File: src/hdl/dhr_pkg.sv
// Shared constants, mode codes and ramp unit interface types for the deadband block.
package dhr_pkg;

   localparam int MAX_SETTLE = 4;
   localparam int TOLERANCE  = 1;
   localparam int DATA_WIDTH = 32;
   localparam int SAT_WIDTH  = (DATA_WIDTH < 32) ? DATA_WIDTH : 32;

   localparam int EXT_WIDTH  = 35;   // compare/offset width for sample and thresholds
   localparam int UA_WIDTH   = 32;   // |distance past edge|
   localparam int UB_WIDTH   = 33;   // |edge-to-level distance plus width|
   localparam int W_WIDTH    = 31;   // ramp width
   localparam int PROD_WIDTH = UA_WIDTH + UB_WIDTH;
   localparam int Q_WIDTH    = 41;   // quotient bits up to and above the cap
   localparam int Y_WIDTH    = 42;   // level plus capped ramp term

   localparam logic signed [Y_WIDTH-1:0] SAT_HI =
      Y_WIDTH'((longint'(1) << (SAT_WIDTH - 1)) - 1);
   localparam logic signed [Y_WIDTH-1:0] SAT_LO = -SAT_HI - Y_WIDTH'(1);

   localparam logic [2:0] MODE_NORMAL    = 3'd0;
   localparam logic [2:0] MODE_OUTSIDE   = 3'd1;
   localparam logic [2:0] MODE_SHIFTED   = 3'd2;
   localparam logic [2:0] MODE_RAMP_UP   = 3'd3;
   localparam logic [2:0] MODE_RAMP_DOWN = 3'd4;

   localparam logic [2:0] REG_BAND_LEVEL   = 3'd0;
   localparam logic [2:0] REG_BAND_HIGH    = 3'd1;
   localparam logic [2:0] REG_BAND_LOW     = 3'd2;
   localparam logic [2:0] REG_RAMP_UP_W    = 3'd3;
   localparam logic [2:0] REG_RAMP_DOWN_W  = 3'd4;
   localparam logic [2:0] REG_RETURN_HIGH  = 3'd5;
   localparam logic [2:0] REG_RETURN_LOW   = 3'd6;
   localparam logic [2:0] REG_SHIFTED_MODE = 3'd7;

   typedef struct packed {
      logic                start;
      logic [UA_WIDTH-1:0] ua;
      logic [UB_WIDTH-1:0] ub;
      logic [W_WIDTH-1:0]  width;
   } ramp_req_type;

   typedef struct packed {
      logic               done;
      logic [Q_WIDTH-1:0] mag;
   } ramp_rsp_type;

endpackage

File: src/hdl/dhr_ramp_unit.sv
// Ramp term unit: two-pass multiply, then restoring divide, magnitude capped at 2^40.
module dhr_ramp_unit (
   input  logic                  clock,
   input  logic                  reset,
   input  dhr_pkg::ramp_req_type ramp_req,
   output dhr_pkg::ramp_rsp_type ramp_rsp
);
   import dhr_pkg::*;

   typedef enum logic [2:0] {R_IDLE, R_MUL, R_LOAD, R_DIV, R_FIN} rstate_type;

   localparam int CntW = $clog2(Q_WIDTH);
   localparam logic [Q_WIDTH-1:0] Cap = Q_WIDTH'(1) << (Q_WIDTH - 1);
   localparam int HiW = UB_WIDTH - 17;

   rstate_type              state_ff;
   logic                    phase_ff;
   logic [UA_WIDTH-1:0]     ua_ff;
   logic [UB_WIDTH-1:0]     ub_ff;
   logic [W_WIDTH-1:0]      w_ff;
   logic [PROD_WIDTH-1:0]   prod_ff;
   logic [W_WIDTH-1:0]      rem_ff;
   logic [Q_WIDTH-1:0]      qr_ff;
   logic [CntW-1:0]         cnt_ff;
   logic [Q_WIDTH-1:0]      mag_ff;
   logic                    done_ff;

   logic [16:0]             mop;
   logic [UA_WIDTH+16:0]    pp;
   logic [PROD_WIDTH-Q_WIDTH-1:0] top_bits;
   logic [W_WIDTH:0]        trial;
   logic                    ge;
   logic [W_WIDTH:0]        diff;

   assign mop      = phase_ff ? 17'({1'b0, ub_ff[UB_WIDTH-1:17]}) : ub_ff[16:0];
   assign pp       = ua_ff * mop;
   assign top_bits = prod_ff[PROD_WIDTH-1:Q_WIDTH];
   assign trial    = {rem_ff, qr_ff[Q_WIDTH-1]};
   assign ge       = trial >= {1'b0, w_ff};
   assign diff     = trial - {1'b0, w_ff};

   always_ff @(posedge clock) begin
      done_ff <= 1'b0;
      case (state_ff)
         R_IDLE: begin
            if (ramp_req.start) begin
               ua_ff    <= ramp_req.ua;
               ub_ff    <= ramp_req.ub;
               w_ff     <= ramp_req.width;
               phase_ff <= 1'b0;
               state_ff <= R_MUL;
            end
         end
         R_MUL: begin
            if (!phase_ff) begin
               prod_ff  <= PROD_WIDTH'(pp);
               phase_ff <= 1'b1;
            end else begin
               prod_ff  <= prod_ff + (PROD_WIDTH'(pp) << 17);
               state_ff <= R_LOAD;
            end
         end
         R_LOAD: begin
            if (W_WIDTH'(top_bits) >= w_ff || HiW'(top_bits >> W_WIDTH) != '0) begin
               mag_ff   <= Cap;
               done_ff  <= 1'b1;
               state_ff <= R_IDLE;
            end else begin
               rem_ff   <= W_WIDTH'(top_bits);
               qr_ff    <= prod_ff[Q_WIDTH-1:0];
               cnt_ff   <= '0;
               state_ff <= R_DIV;
            end
         end
         R_DIV: begin
            rem_ff <= ge ? diff[W_WIDTH-1:0] : trial[W_WIDTH-1:0];
            qr_ff  <= {qr_ff[Q_WIDTH-2:0], ge};
            cnt_ff <= cnt_ff + CntW'(1);
            if (cnt_ff == CntW'(Q_WIDTH - 1)) begin
               state_ff <= R_FIN;
            end
         end
         R_FIN: begin
            mag_ff   <= qr_ff[Q_WIDTH-1] ? Cap : qr_ff;
            done_ff  <= 1'b1;
            state_ff <= R_IDLE;
         end
         default: begin
            state_ff <= R_IDLE;
         end
      endcase
      if (reset) begin
         state_ff <= R_IDLE;
         done_ff  <= 1'b0;
      end
   end

   assign ramp_rsp.done = done_ff;
   assign ramp_rsp.mag  = mag_ff;

`ifndef SYNTHESIS
   a_div_steps: assert property (@(posedge clock) disable iff (reset)
      (state_ff == R_DIV) |-> (cnt_ff <= CntW'(Q_WIDTH - 1)))
      else $error("divide step count overrun");
   a_mag_cap: assert property (@(posedge clock) disable iff (reset)
      done_ff |-> (mag_ff <= Cap))
      else $error("ramp magnitude above cap");
   a_div_rem: assert property (@(posedge clock) disable iff (reset)
      (state_ff == R_DIV) |-> (rem_ff < w_ff))
      else $error("divide remainder not below divisor");
`endif

endmodule

File: src/hdl/deadband_hysteresis_ramp.sv
// Top level: deadband with hysteresis and ramps, CSR bank, mode sequencer, output register.
//
// One signed Q16.16 word enters on req_ (valid/ready); one result word leaves on
// rsp_ (valid/ready): output value, final mode, side flag and a mode-changed flag.
// Registers are written over the csr_ APB port at byte address 4*index; pready
// is tied high. Write them only while the block is idle.
// Each word first runs up to MAX_SETTLE transition passes, one pass per cycle,
// then the output is formed. A ramp output adds the ramp unit: a two-pass
// 32x17 multiply, an overflow check and a 41-step restoring divide, one
// quotient bit per cycle. req_ready is high only while no word is in progress.
// The result sits in an output register; the next word may be accepted and
// processed while it waits, and a finished word holds in the sequencer until
// the output register frees up.
// Reset (synchronous, active high) clears the registers, the mode to normal,
// the side flag, the return-level write marks and the response valid flag.
module deadband_hysteresis_ramp (
   input  logic        clock,
   input  logic        reset,
   input  logic        req_valid,
   output logic        req_ready,
   input  logic [31:0] req_sample,
   output logic        rsp_valid,
   input  logic        rsp_ready,
   output logic [31:0] rsp_out_value,
   output logic [2:0]  rsp_band_mode,
   output logic        rsp_left_high,
   output logic        rsp_mode_changed,
   input  logic        csr_psel,
   input  logic        csr_penable,
   input  logic        csr_pwrite,
   input  logic [4:0]  csr_paddr,
   input  logic [31:0] csr_pwdata,
   output logic [31:0] csr_prdata,
   output logic        csr_pready
);
   import dhr_pkg::*;

   typedef enum logic [2:0] {S_IDLE, S_SETTLE, S_EVAL, S_RAMP, S_FINISH} state_type;

   localparam int SetW = $clog2(MAX_SETTLE + 1);
   localparam logic signed [EXT_WIDTH-1:0] TolExt = EXT_WIDTH'(TOLERANCE);

   state_type                state_ff;
   logic signed [31:0]       lvl_ff, bh_ff, bl_ff, rh_ff, rl_ff;
   logic [W_WIDTH-1:0]       ru_ff, rd_ff;
   logic                     sh_ff, rhw_ff, rlw_ff;
   logic [2:0]               mode_ff;
   logic                     side_ff;
   logic                     changed_ff;
   logic [SetW-1:0]          cnt_ff;
   logic signed [31:0]       x_ff;
   logic signed [Y_WIDTH-1:0] y_ff;
   logic                     neg_ff;
   logic                     rsp_valid_ff;
   logic [31:0]              out_value_ff;
   logic [2:0]               out_mode_ff;
   logic                     out_side_ff;
   logic                     out_changed_ff;

   logic                     wr;
   logic [2:0]               idx;
   logic signed [EXT_WIDTH-1:0] xe, bh_e, bl_e, lv_e, rh_e, rl_e, ru_e, rd_e, rw_e, w_e;
   logic signed [EXT_WIDTH-1:0] a_e, b_e, a_abs, b_abs, shift_e;
   logic [2:0]               mode_in;
   logic                     side_in;
   logic                     active;
   logic                     is_ramp;
   logic                     load_out;
   logic signed [Y_WIDTH-1:0] y_sat;
   ramp_req_type             ramp_req;
   ramp_rsp_type             ramp_rsp;

   assign wr         = csr_psel && csr_penable && csr_pwrite;
   assign idx        = csr_paddr[4:2];
   assign csr_pready = 1'b1;

   always_comb begin
      case (idx)
         REG_BAND_LEVEL:   csr_prdata = lvl_ff;
         REG_BAND_HIGH:    csr_prdata = bh_ff;
         REG_BAND_LOW:     csr_prdata = bl_ff;
         REG_RAMP_UP_W:    csr_prdata = {1'b0, ru_ff};
         REG_RAMP_DOWN_W:  csr_prdata = {1'b0, rd_ff};
         REG_RETURN_HIGH:  csr_prdata = rh_ff;
         REG_RETURN_LOW:   csr_prdata = rl_ff;
         REG_SHIFTED_MODE: csr_prdata = {31'b0, sh_ff};
         default:          csr_prdata = '0;
      endcase
   end

   assign xe   = EXT_WIDTH'(x_ff);
   assign bh_e = EXT_WIDTH'(bh_ff);
   assign bl_e = EXT_WIDTH'(bl_ff);
   assign lv_e = EXT_WIDTH'(lvl_ff);
   assign ru_e = EXT_WIDTH'(ru_ff);
   assign rd_e = EXT_WIDTH'(rd_ff);
   assign rh_e = rhw_ff ? EXT_WIDTH'(rh_ff) : bh_e - EXT_WIDTH'(1);
   assign rl_e = rlw_ff ? EXT_WIDTH'(rl_ff) : bl_e + EXT_WIDTH'(1);
   assign rw_e = (mode_ff == MODE_RAMP_UP) ? ru_e : rd_e;
   assign active = bl_ff < bh_ff;

   // one settle pass
   always_comb begin
      mode_in = mode_ff;
      side_in = side_ff;
      case (mode_ff)
         MODE_OUTSIDE: begin
            if (side_ff) begin
               if (xe < rh_e) begin
                  mode_in = (rd_e > 0 && xe >= rh_e - rd_e) ? MODE_RAMP_DOWN : MODE_NORMAL;
               end
            end else if (xe > rl_e) begin
               mode_in = (rd_e > 0 && xe <= rl_e + rd_e) ? MODE_RAMP_DOWN : MODE_NORMAL;
            end
         end
         MODE_SHIFTED: begin
            if (xe < bh_e - TolExt && xe > bl_e + TolExt) begin
               mode_in = MODE_NORMAL;
            end
         end
         MODE_RAMP_UP, MODE_RAMP_DOWN: begin
            if (side_ff) begin
               if (xe > bh_e + rw_e + TolExt) begin
                  mode_in = MODE_OUTSIDE;
               end else if (xe < bh_e - TolExt) begin
                  mode_in = MODE_NORMAL;
               end
            end else begin
               if (xe < bl_e - rw_e - TolExt) begin
                  mode_in = MODE_OUTSIDE;
               end else if (xe > bl_e + TolExt) begin
                  mode_in = MODE_NORMAL;
               end
            end
         end
         default: begin
            mode_in = MODE_NORMAL;
            if (xe > bh_e + TolExt || xe < bl_e - TolExt) begin
               side_in = xe >= bh_e;
               if (sh_ff) begin
                  mode_in = MODE_SHIFTED;
               end else if (ru_ff != '0) begin
                  mode_in = MODE_RAMP_UP;
               end else begin
                  mode_in = MODE_OUTSIDE;
               end
            end
         end
      endcase
   end

   // output terms
   assign is_ramp = (mode_ff == MODE_RAMP_UP) || (mode_ff == MODE_RAMP_DOWN);
   assign w_e     = rw_e;
   assign shift_e = (xe > lv_e) ? xe - (bh_e - lv_e) : xe + (lv_e - bl_e);
   assign a_e     = (xe > lv_e) ? xe - bh_e : bl_e - xe;
   assign b_e     = (xe > lv_e) ? bh_e - lv_e + w_e : lv_e - bl_e + w_e;
   assign a_abs   = a_e[EXT_WIDTH-1] ? -a_e : a_e;
   assign b_abs   = b_e[EXT_WIDTH-1] ? -b_e : b_e;

   assign ramp_req.start = (state_ff == S_EVAL) && is_ramp && (w_e != 0);
   assign ramp_req.ua    = a_abs[UA_WIDTH-1:0];
   assign ramp_req.ub    = b_abs[UB_WIDTH-1:0];
   assign ramp_req.width = w_e[W_WIDTH-1:0];

   dhr_ramp_unit u_ramp (
      .clock    (clock),
      .reset    (reset),
      .ramp_req (ramp_req),
      .ramp_rsp (ramp_rsp)
   );

   assign load_out = (state_ff == S_FINISH) && (!rsp_valid_ff || rsp_ready);
   assign y_sat    = (y_ff > SAT_HI) ? SAT_HI : ((y_ff < SAT_LO) ? SAT_LO : y_ff);

   always_ff @(posedge clock) begin
      if (wr) begin
         case (idx)
            REG_BAND_LEVEL:   lvl_ff <= csr_pwdata;
            REG_BAND_HIGH:    bh_ff  <= csr_pwdata;
            REG_BAND_LOW:     bl_ff  <= csr_pwdata;
            REG_RAMP_UP_W:    ru_ff  <= csr_pwdata[W_WIDTH-1:0];
            REG_RAMP_DOWN_W:  rd_ff  <= csr_pwdata[W_WIDTH-1:0];
            REG_RETURN_HIGH: begin
               rh_ff  <= csr_pwdata;
               rhw_ff <= 1'b1;
            end
            REG_RETURN_LOW: begin
               rl_ff  <= csr_pwdata;
               rlw_ff <= 1'b1;
            end
            REG_SHIFTED_MODE: sh_ff  <= csr_pwdata[0];
            default: ;
         endcase
      end

      case (state_ff)
         S_IDLE: begin
            if (req_valid) begin
               x_ff       <= req_sample;
               changed_ff <= 1'b0;
               cnt_ff     <= '0;
               state_ff   <= S_SETTLE;
            end
         end
         S_SETTLE: begin
            if (!active || mode_in == mode_ff) begin
               state_ff <= S_EVAL;
            end else begin
               mode_ff    <= mode_in;
               side_ff    <= side_in;
               changed_ff <= 1'b1;
               cnt_ff     <= cnt_ff + SetW'(1);
               if (cnt_ff == SetW'(MAX_SETTLE - 1)) begin
                  state_ff <= S_EVAL;
               end
            end
         end
         S_EVAL: begin
            neg_ff   <= (xe <= lv_e) ^ (a_e[EXT_WIDTH-1] ^ b_e[EXT_WIDTH-1]);
            state_ff <= S_FINISH;
            case (mode_ff)
               MODE_OUTSIDE: y_ff <= Y_WIDTH'(x_ff);
               MODE_SHIFTED: y_ff <= Y_WIDTH'(shift_e);
               MODE_RAMP_UP, MODE_RAMP_DOWN: begin
                  y_ff <= Y_WIDTH'(x_ff);
                  if (w_e != 0) begin
                     state_ff <= S_RAMP;
                  end
               end
               default: y_ff <= Y_WIDTH'(lvl_ff);
            endcase
         end
         S_RAMP: begin
            if (ramp_rsp.done) begin
               y_ff     <= neg_ff ? Y_WIDTH'(lvl_ff) - Y_WIDTH'(ramp_rsp.mag)
                                  : Y_WIDTH'(lvl_ff) + Y_WIDTH'(ramp_rsp.mag);
               state_ff <= S_FINISH;
            end
         end
         S_FINISH: begin
            if (load_out) begin
               state_ff <= S_IDLE;
            end
         end
         default: begin
            state_ff <= S_IDLE;
         end
      endcase

      if (load_out) begin
         out_value_ff   <= y_sat[31:0];
         out_mode_ff    <= mode_ff;
         out_side_ff    <= side_ff;
         out_changed_ff <= changed_ff;
         rsp_valid_ff   <= 1'b1;
      end else if (rsp_ready) begin
         rsp_valid_ff   <= 1'b0;
      end

      if (reset) begin
         state_ff     <= S_IDLE;
         lvl_ff       <= '0;
         bh_ff        <= '0;
         bl_ff        <= '0;
         ru_ff        <= '0;
         rd_ff        <= '0;
         rh_ff        <= '0;
         rl_ff        <= '0;
         sh_ff        <= 1'b0;
         rhw_ff       <= 1'b0;
         rlw_ff       <= 1'b0;
         mode_ff      <= MODE_NORMAL;
         side_ff      <= 1'b0;
         rsp_valid_ff <= 1'b0;
      end
   end

   assign req_ready        = (state_ff == S_IDLE);
   assign rsp_valid        = rsp_valid_ff;
   assign rsp_out_value    = out_value_ff;
   assign rsp_band_mode    = out_mode_ff;
   assign rsp_left_high    = out_side_ff;
   assign rsp_mode_changed = out_changed_ff;

`ifndef SYNTHESIS
   a_busy_after_accept: assert property (@(posedge clock) disable iff (reset)
      (req_valid && req_ready) |=> !req_ready)
      else $error("accepted a word while busy");
   a_ramp_width: assert property (@(posedge clock) disable iff (reset)
      ramp_req.start |-> (ramp_req.width != '0))
      else $error("ramp started with zero width");
   a_ramp_done_state: assert property (@(posedge clock) disable iff (reset)
      ramp_rsp.done |-> (state_ff == S_RAMP))
      else $error("ramp result outside ramp wait");
   a_settle_bound: assert property (@(posedge clock) disable iff (reset)
      (state_ff == S_SETTLE) |-> (cnt_ff < SetW'(MAX_SETTLE)))
      else $error("settle pass count overrun");
   a_mode_frozen: assert property (@(posedge clock) disable iff (reset)
      (state_ff == S_SETTLE && !active) |=> $stable(mode_ff))
      else $error("mode moved with inactive band");
`endif

endmodule

File: config.mk
export PLATFORM = sky130hd
export DESIGN_NAME = deadband_hysteresis_ramp
export DESIGN_NICKNAME = d
export VERILOG_FILES = /design/src/hdl/dhr_pkg.sv /design/src/hdl/dhr_ramp_unit.sv /design/src/hdl/deadband_hysteresis_ramp.sv
export SDC_FILE = /design/constraint.sdc
export NUM_CORES = 2
export LEC_CHECK = 0
export BUFFER_PORTS_ARGS = -buffer_cell sky130_fd_sc_hd__buf_2
export CORE_MARGIN = 4
export CORE_UTILIZATION = 42
export CTS_CLUSTER_SIZE = 28
export DETAILED_ROUTE_END_ITERATION = 12
export SYNTH_ARGS = -nofsm -noshare
export SYNTH_HDL_FRONTEND = slang
export SYNTH_SLANG_ARGS = --single-unit
File: constraint.sdc
create_clock -name clock -period 23 [get_ports clock]
set_input_delay 3.45 -clock clock [delete_from_list [all_inputs] [get_ports clock]]
set_output_delay 3.45 -clock clock [all_outputs]
set_load 0.005 [all_outputs]
==> flow_summary.yaml <==
logic_synthesis:
  synth_seq_area_share: 0.2052
  yosys_warnings: 0
  asyncSetResetFlopFracSynth: 0
  synth.lib_cells_used.distinct: 95
  synthesized_flop_and_latch_total: 634
  postSynthAreaPerCell_um2: 8.202
  synth.cell_area_um2: 81230
  synthesized_instance_count: 9903
  synth_edf_count: 397
  syn-num-nets: 11430
  yosys_most_used_dff: "edfxtp_1"
place:
  place_hpwl_mm: 262.6
  port-buffer-count: 144
  routabilityCongestion: 1.027
  detailedPlace.worstSlack_ns: 10.63
  detailed_place.area_um2: 84930
  placed_cells_incl_taps: 12340
timing:
  max-slew-margin-rel: 0.1624
  post-route-worst-setup-slack_ns: 10.52
  period_share: 0.5425
  finalClockSkew_ns: 0.07208
  worstMarginPinSlew_ns: 1.256
  period_needed_ns: 12.48
  rsz0062_at_grt: "no"
  max_freq_mhz: 80.14
  finalSetupTns_ns: 0
  final-max-slew-violation-count: 0
  min_hold_slack_ns: 0.4680
  finalSetupViolations: 0
  finalHoldViolations: 0
clock_network:
  clock_tree.htree_level_count: 3
  clk_latency_ns: 0.76
  hold_buffers: 0
  cts_num_sinks: 634
  post_cts.repair.setup_buffers: 0
  cts_tree: "done"
  cts-buffers-inserted: 81
  maximum_buffer_depth_of_the_clock_tree: 3
  post_cts_resized: 0
  cts_root_buffer: "clkbuf_16"
  clk_transition_reported_paths_ns: 0.06
min_path:
  timing.hold.worst.class: "reg2reg"
global_route:
  grt_overflow_total: 0
  grt_use_total: 0.3204
  grt_pass1_wl_mm: 478.0
  first_global_vias: 73320
  grt_max_degree: 97
  antenna_found_initial: 14
detailed_routing:
  dr_wl_met2_mm: 144.8
  average_wire_per_cell_in_the_routed_design_um: 26.20
  wl_met3_mm: 23.84
  via_total_after_detailed_routing: 74870
  drcViolationCount: 0
  iter_0_drt_violations: 7030
  drt-total-wl_mm: 327.5
  dr.pass1.iters: 6
  highest_layer: "met5"
  detail-route-antenna-nets: 0
  met1_length_mm: 132.5
  route.detailed.vias_per_inst: 5.989
floorplan:
  total_i_o_pin_count: 148
  floorplan.die.height_um: 447.8
  dieArea_um2: 200500
  floorplan.die.width_um: 447.8
  initial_core_util: 0.4222
  std_cell_rows: 161
  core_um2: 192400
worst_setup_path:
  crit_path_top_delay_cell: "edfxtp_1"
  cp.required_ns: 23.49
  most_used_cell_along_the_critical_path: "fa_1"
  critPathMaxFanout: 32
  cell_class_contributing_the_biggest_share_of_worst_path_delay: "compound AO/OA/AOI/OAI gates"
  critPathMaxStageDelay_ns: 0.97
  worstPathBufferInverterCount: 7
  timing_worst_setup_path_type: "reg2reg"
  arrival_ns: 12.97
  worstSetupStartpointType: "register"
  critical_path.endpoint_type: "register"
cells_and_area:
  final_common_cell: "nand2_1"
  finish.net_count: 11430
  end_of_flow_core_utilization: 0.4561
  final_area_um2: 87740
  syn2layout_area_growth_pct: 8.010
  layout.cells.most_common_list: "nand2_1, inv_1, ha_1"
  final_cell_count_no_fill: 12500
  final_layout_size_suffix_gt1_frac: 0.06232
power:
  power.ir.vdd_worst_mv: 0.07050
  pwr_density_cell_nw_per_um2: 46.30
  finalPower_mw: 4.062
  total_leakage_power_nw: 39.70
job:
  max_cap_violations: 0
status:
  run_status: "finished, final reports clean"
[kinds of logic (layout without fill, tap and decap cells)]
group                    count (synthesis)  count (layout)  synth area share
adder cells (fa/ha/maj)               1452            1452            0.2664
buffers and inverters                 1413            1474           0.06546
multiplexers                           175             175           0.02461
flip-flops                             634             634            0.2052
AO/OA/AOI/OAI                         2330            2330            0.1816
AND/OR/NAND/NOR                       3250            3250            0.1869
other                                    1              11        0.00004617
XOR/XNOR                               648             648           0.06987
[Yosys cell counts, types with 70 or more instances]
library cell,instances,area [µm²]
clkbuf_1,328,1231
nor3_1,155,775.7
inv_1,1029,3862
dfxtp_1,237,4745
nand2_1,1423,5341
and2_1,250,1564
o21ai_0,347,1737
a21o_1,392,2943
nor2b_1,99,619.3
nand4_1,144,900.9
o21a_1,79,593.1
xor2_1,225,1971
a21oi_1,859,4299
a31oi_1,96,600.6
edfxtp_1,397,11920
ha_1,990,12390
nand3_1,183,915.9
and3_1,77,481.7
fa_1,462,9249
mux2i_1,70,700.7
xnor2_1,423,3705
nor2_1,548,2057
nand2b_1,109,681.9
mux2_2,94,1059
[worst min-delay path, cell delays in order, from the launching register on]
cell,delay (ns)
dfxtp_1,0.31
nand2_1,0.05
a21oi_1,0.05
[state kept, by name, summed over array words and instances (netlist names), 33 cells and up]
| signal | flops |
|---|---|
| u_ramp.qr_ff | 41 |
| u_ramp.mag_ff | 41 |
| u_ramp.ub_ff | 33 |
| y_ff | 42 |
| u_ramp.prod_ff | 65 |
[routing by layer]
layer / vias to the layer above / global-route usage
li1: 34350 / -
met1: 36570 / 0.4065
met2: 3205 / 0.5089
met3: 732 / 0.04309
met4: 10 / 0.2152
met5: - / 0
[worst paths after layout]
check	depth (start not counted)	from	end	slack, ns
setup / recovery	38	u_ramp.phase_ff$_DFFE_PP_	u_ramp.prod_ff[64]$_SDFFCE_PN0P_	10.52
hold / removal	2	rh_ff[19]$_SDFFE_PP0P_	rh_ff[19]$_SDFFE_PP0P_	0.47
setup reg to reg	38	u_ramp.phase_ff$_DFFE_PP_	u_ramp.prod_ff[64]$_SDFFCE_PN0P_	10.52
hold reg to reg	2	rh_ff[19]$_SDFFE_PP0P_	rh_ff[19]$_SDFFE_PP0P_	0.47
[layout make-up]
| cell class | instances | area [µm²] |
|---|---|---|
| fillers | 18980 | 104600 |
| multi-input cells | 7856 | 59400 |
| flip-flops and latches | 634 | 16670 |
| inverters | 1036 | 3889 |
| well taps | 2526 | 3161 |
| clock buffers | 109 | 2252 |
| repair buffers | 289 | 1818 |
| clock inverters | 40 | 525.5 |
| diodes | 10 | 25.02 |
[power by group]
group          switching, mW  total [mW]  internal (mW)
clock                  0.568        1.36          0.795
sequential            0.0162        1.27           1.25
combinational          0.917        1.43          0.515
total                   1.50        4.06           2.56
No activity file was read; power rests on OpenSTA's default activity.
